**src/rtl/positional_list_insert_delete_assert.svh**
```systemverilog
// Assertion macros for the positional list block.
// Used by the top level only; expects clk_i and rst_ni in scope.
`ifndef POSITIONAL_LIST_INSERT_DELETE_ASSERT_SVH
`define POSITIONAL_LIST_INSERT_DELETE_ASSERT_SVH

// Same-cycle implication.
`define PLIST_ASSERT_NOW(label, ante, cons) \
  label: assert property (@(posedge clk_i) disable iff (!rst_ni) (ante) |-> (cons)) \
    else $error("plist assertion failed");

// Next-cycle implication.
`define PLIST_ASSERT_NEXT(label, ante, cons) \
  label: assert property (@(posedge clk_i) disable iff (!rst_ni) (ante) |=> (cons)) \
    else $error("plist assertion failed");

`endif

```
**src/rtl/plist_pkg.sv**
```systemverilog
// Package for the positional list block: operation codes and cell controls.
// No dependencies.
`default_nettype none

package plist_pkg;

  typedef enum logic [1:0] {
    FUNC_APPEND = 2'd0,
    FUNC_DELETE = 2'd1,
    FUNC_INSERT = 2'd2,
    FUNC_READ   = 2'd3
  } func_e;

  // Per-transaction cell controls, already qualified by success.
  typedef struct packed {
    logic append;
    logic del;
    logic ins;
    logic rd;
  } cell_op_t;

  // Cells per first-level read group.
  localparam int unsigned ReadGroup = 16;

endpackage

`default_nettype wire

```
**src/rtl/plist_cell.sv**
```systemverilog
// One storage cell of the list chain: holds a single entry.
// Depends on plist_pkg.
`default_nettype none

module plist_cell
  import plist_pkg::*;
#(
  parameter int unsigned INDEX = 0,
  parameter int unsigned IDX_W = 8
) (
  input  wire logic             clk_i,
  input  wire cell_op_t         op_i,
  input  wire logic [IDX_W-1:0] pos_idx_i,
  input  wire logic [IDX_W-1:0] cnt_idx_i,
  input  wire logic [31:0]      value_i,
  input  wire logic [31:0]      left_i,
  input  wire logic [31:0]      right_i,
  output logic      [31:0]      entry_o,
  output logic      [31:0]      rd_o
);

  localparam logic [IDX_W-1:0] IdxC = IDX_W'(INDEX);

  logic [31:0] entry_d, entry_q;

  always_comb begin
    entry_d = entry_q;
    if (op_i.append && (cnt_idx_i == IdxC)) begin
      entry_d = value_i;
    end
    if (op_i.del && (pos_idx_i <= IdxC)) begin
      entry_d = right_i;
    end
    if (op_i.ins) begin
      if (pos_idx_i == IdxC) begin
        entry_d = value_i;
      end else if (pos_idx_i < IdxC) begin
        entry_d = left_i;
      end
    end
  end

  always_ff @(posedge clk_i) begin
    entry_q <= entry_d;
  end

  assign entry_o = entry_q;
  assign rd_o    = (op_i.rd && (pos_idx_i == IdxC)) ? entry_q : 32'd0;

endmodule

`default_nettype wire

```
**config.mk**
```make
export PLATFORM = sky130hd
export DESIGN_NAME = plist_cell
export DESIGN_NICKNAME = d
export VERILOG_FILES = /design/src/rtl/positional_list_insert_delete_assert.svh /design/src/rtl/plist_pkg.sv /design/src/rtl/plist_cell.sv
export SDC_FILE = /design/constraint.sdc
export NUM_CORES = 1
export LEC_CHECK = 0
export BUFFER_PORTS_ARGS = -buffer_cell sky130_fd_sc_hd__buf_2
export CAP_MARGIN = 20
export CORE_MARGIN = 1
export CORE_UTILIZATION = 31
export CTS_CLUSTER_SIZE = 8
export DETAILED_ROUTE_END_ITERATION = 8
export PLACE_DENSITY = 0.8
export SLEW_MARGIN = 10
export SYNTH_ARGS = -nofsm -noshare
export SYNTH_HDL_FRONTEND = slang
export SYNTH_SLANG_ARGS = --single-unit
```
**constraint.sdc**
```tcl
create_clock -name clk_i -period 1.44 [get_ports clk_i]
set_clock_uncertainty 0.1 [all_clocks]
set_input_delay 0.072 -clock clk_i [delete_from_list [all_inputs] [get_ports clk_i]]
set_output_delay 0.072 -clock clk_i [all_outputs]
set_load 0.05 [all_outputs]
```
==> Yosys cells after proc, flatten, opt, wreduce, memory -nomap -nowiden <==
Index checks and enable logic that the tools add are counted.
{ "op_classes": {"n_lt_le_gt_ge": 2, "n_mux": 6, "reduce_logical": 5} }
{ "op_table": {"columns": ["operator", "count"], "rows": [
  ["$mux W32", 6],
  ["$logic_not A8 Y1", 2],
  ["$le A8 B1 Y1 const B", 1],
  ["$lt A8 B1 Y1 const B", 1],
  ["$logic_and A1 B1 Y1", 3]
]} }
{ "word_totals": {"regBits": 32, "output_inout_bits": 64} }

==> Logic depth before layout (Yosys ltp) <==
{ "logic_depth": {"depth_word": 7, "depth_mapped": 6} }

==> Worst setup path after synthesis <==
No wires, ideal clock.
{ "synth_timing": {"path_kind": "input to output", "startpoint": "in pos_idx_i[5]", "endpoint": "out rd_o[10]", "arrival_time_ns": 1.483, "required_time_ns": 1.268, "slack_ns": -0.215, "cell_stages": 4, "path_buffers": 1, "cell_sequence": "or4_4 nor2_4 clkbuf_1 and3_1"} }
{ "synth_via": {"elab_chain_cells": 3} }
{ "synth_lines": {"columns": ["element", "line", "text"], "rows": [
  ["start, declared", "plist_cell.sv:13", "input wire logic [IDX_W-1:0] pos_idx_i,"],
  ["$logic_not A8 Y1", "plist_cell.sv:48", "assign rd_o = (op_i.rd && (pos_idx_i == IdxC)) ? entry_q : 32'd0;"],
  ["$logic_and A1 B1 Y1", "plist_cell.sv:48", null],
  ["$mux W32", "plist_cell.sv:48", null],
  ["end, declared", "plist_cell.sv:19", "output logic [31:0] rd_o"]
]} }
No other way between the ends.

==> Worst setup path in the final report <==
{ "layout_timing": {"startpoint": "in pos_idx_i[5]", "endpoint": "out rd_o[5]"} }
Same word-level chain as after synthesis.

==> key figures <==
Drt
  – Detail Route Antenna Nets: 0
  – Initial drt markers: 63
  – Vias: 2,251
  – Routed wire length: 7400 um
  – DRC: 0
  – WL per Instance: 17.3 um
  – Drt pass-1 iters: 4
  – Via/cell ratio: 5.25

Min path
  – Hold Path Sink: entry_o[19]$_DFF_P_
  – Hold Path Depth: 3
  – HP Start: right_i[19]
  – HP Class: in -> reg

Logic synthesis
  – Seq/Total Area, Yosys: 38.7%
  – Synth area leaders: dfxtp_1, o32a_2, o21a_1, and3_1, buf_2
  – Post-synth top cells: and3_1, dfxtp_1, o21a_1, o32a_2, buf_2
  – Largest family of logic cells by synthesized area: compound AO/OA/AOI/OAI gates
  – Mapped Nets: 277
  – Syn Inst Count: 160
  – XOR/XNOR share of the synthesized area: 0%
  – Post-synth EDFFs: 0
  – Compound-gate portion of the synthesized area: 36.7%
  – Synth Area in Adders: 0%
  – Synth Register Bits: 32
  – Synth cell types: 17
  – Top_reg_cell synth: dfxtp_1
  – Post-Synth Simple-Gate Area: 18.2%
  – Synthesized cell area: 1660 um^2
  – Post-synthesis mux area share: 0%
  – Post-synth top area cell: dfxtp_1
  – Share of the synthesized area in the top cell type: 38.7%
  – Synth async-reset ratio: 0%
  – Mean area per synthesized cell: 10.3 um^2
  – Syn. warnings: 0

Clock network
  – Clk buf depth: 2
  – Worst skew pair latency: 0.28 ns
  – Root Buffer: clkbuf_8
  – CTS Sinks: 32
  – CTS tree: done
  – H-Tree Depth: 2
  – Num CTS Buffers: 5
  – Clock-pin slew on the worst setup and hold paths: 0.06 ns

Floorplan
  – Die width: 75.1 um
  – Chip height: 75.1 um
  – Cell Rows: 26
  – Core Box Area: 5140 um^2
  – Starting density of the core: 32.2%
  – I/O Pins: 181
  – Die ar.: 5640 um^2

GRT
  – Met3 Track Usage GR: 7.10%
  – GR peak layer: met2
  – Largest net degree at the start of global routing: 33
  – Total global routing overflow: 0
  – Met1 usage: 24.5%
  – Initial antenna violation count: 0
  – Vias in the first global route: 2,303
  – GRT met2 Usage: 52.0%
  – GRT Overall Usage: 26.2%
  – First-pass GRT wire length: 10,800 um

Power
  – Max VDD drop: 672 uV
  – PwrDens: 896 nW/um^2
  – Final Power: 3.27 mW
  – Leakage: 1.70 nW

Timing
  – Final hold vios: 0
  – Fin. max-slew vios: 0
  – Max Freq: 621 MHz
  – Final min period: 1.61 ns
  – Final setup viols: 64
  – Worst Tran Pin Value: 0.441 ns
  – Setup WS post-layout: -0.170 ns
  – Period Utilization, post-route: 112%
  – Max-Slew Margin vs Limit: 70.3%
  – Unrepaired setup endpoints after global routing: yes

Cells and area
  – Area grow syn2layout: 121%
  – Final nets: 475
  – Fraction of layout cells with a size suffix above 1: 66.6%
  – Max reg flops: 32
  – Diode count: 0
  – Final instance area: 3660 um^2
  – Final Non-Filler Cells: 429

Worst setup path
  – Slowest stage delay, CP: 0.54 ns
  – R2R Path End: entry_o[9]$_DFF_P_
  – Register-to-register setup slack: 0.38 ns
  – Crit path cell chain: buf_6 > or4_4 > nor2_4 > buf_12 > and3_4 > buf_8
  – Worst EP required: 1.27 ns
  – Crit start category: primary input
  – Worst Setup End Kind: output port
  – R2R depth: 2
  – Worst Setup SP: pos_idx_i[5]
  – Critical path type: in -> out
  – Critical path peak fanout: 16
  – Slowest CP cell: or4_4
  – WP data arrival: 1.44 ns
  – Reg2reg start: entry_o[9]$_DFF_P_

Outcome
  – Failing checks: negative setup slack
  – Status: finished with violations

Placed design
  – DP Area: 2700 um^2
  – Placed wire-length estimate: 3910 um
  – Final Wtd Congestion: 0.820
  – Number of instances in the placed design: 371
  – Input/output buffers: 148

Flow run
  – Max cap viols: 0
[metrics by stage]
stage	worst slack, ns	TNS, ns	util (%)	hold WS (ns)
2_1_floorplan	-0.0311	-1.36	-	0.0958
3_3_place_gp	-0.270	-16.57	52.5	0.181
3_5_place_dp	-0.290	-17.62	52.5	0.183
4_1_cts	-0.152	-5.07	70.4	0.000277
5_1_grt	-0.181	-8.35	71.1	0.00631
6_report	-0.170	-7.42	71.1	0.00596
[final cells by class]
cell class / count / area (um^2)
Multi-Input combinational cell: 109 / 1060
Clock buffer: 6 / 82.6
Sequential cell: 32 / 641
Tap cell: 70 / 87.6
Clock inverter: 2 / 15.0
Timing Repair Buffer: 210 / 1770
Fill cell: 362 / 1480
[cells by family (layout without fill, tap and decap cells)]
family,Yosys count,after routing
compound gates,65,65
simple gates,44,44
flops,32,32
buf+inv,19,218
[worst max path at each step]
stage | endpoint | slack, ns | cells after the start
finish | rd_o[5] | -0.17 | 6
global route | rd_o[9] | -0.18 | 6
CTS | rd_o[0] | -0.15 | 6
detailed placement | entry_o[20]$_DFF_P_ | -0.29 | 7
global placement | rd_o[21] | -0.27 | 6
floorplan | entry_o[10]$_DFF_P_ | -0.03 | 5
[routing by layer]
layer / part of all wire (%) / vias up
met5: 0 / -
met4: 2.7 / 0
met3: 6.5 / 19
li1: - / 1042
met2: 56 / 121
met1: 35 / 1069
[placed cells by master (no fill, tap or decap)]
cell	netlist	routed
nand4b_1	1	1
nand3_1	1	1
nor2_4	1	1
or4_4	2	2
and3_1	32	2
buf_6	3	5
o21a_1	32	32
dfxtp_1	32	32
nor2_1	1	1
nor4_1	3	3
clkbuf_8	0	6
a22oi_2	0	1
and4b_1	1	1
buf_8	0	30
buf_12	0	7
dlygate4sd3_1	0	46
buf_4	0	8
and3_4	0	30
nor3_4	1	1
bufbuf_16	0	1
o32a_2	32	32
buf_2	9	113
nor3_1	1	1
clkinvlp_4	0	2
[repair_timing]
action                     CTS  global route
cloned                       1             0
hold endpoints to repair    32             1
setup endpoints to repair   33            64
hold buffers                45             1
resized for setup           96             1
pin swaps                   17             7
setup buffers                2             1
[critical path: cells and delay by family]
| family | cells | cell delay [ns] |
|---|---|---|
| buffers and inverters | 3 | 0.41 |
| and+or+nand+nor | 3 | 0.95 |
[where the power goes]
| group | switching, mW | leakage, nW | total, mW | internal (mW) |
|---|---|---|---|---|
| clock network | 0.342 | 0.0434 | 0.728 | 0.387 |
| logic | 0.809 | 1.39 | 1.36 | 0.554 |
| registers | 0.129 | 0.266 | 1.18 | 1.05 |
No activity file was read; power rests on OpenSTA's default activity.
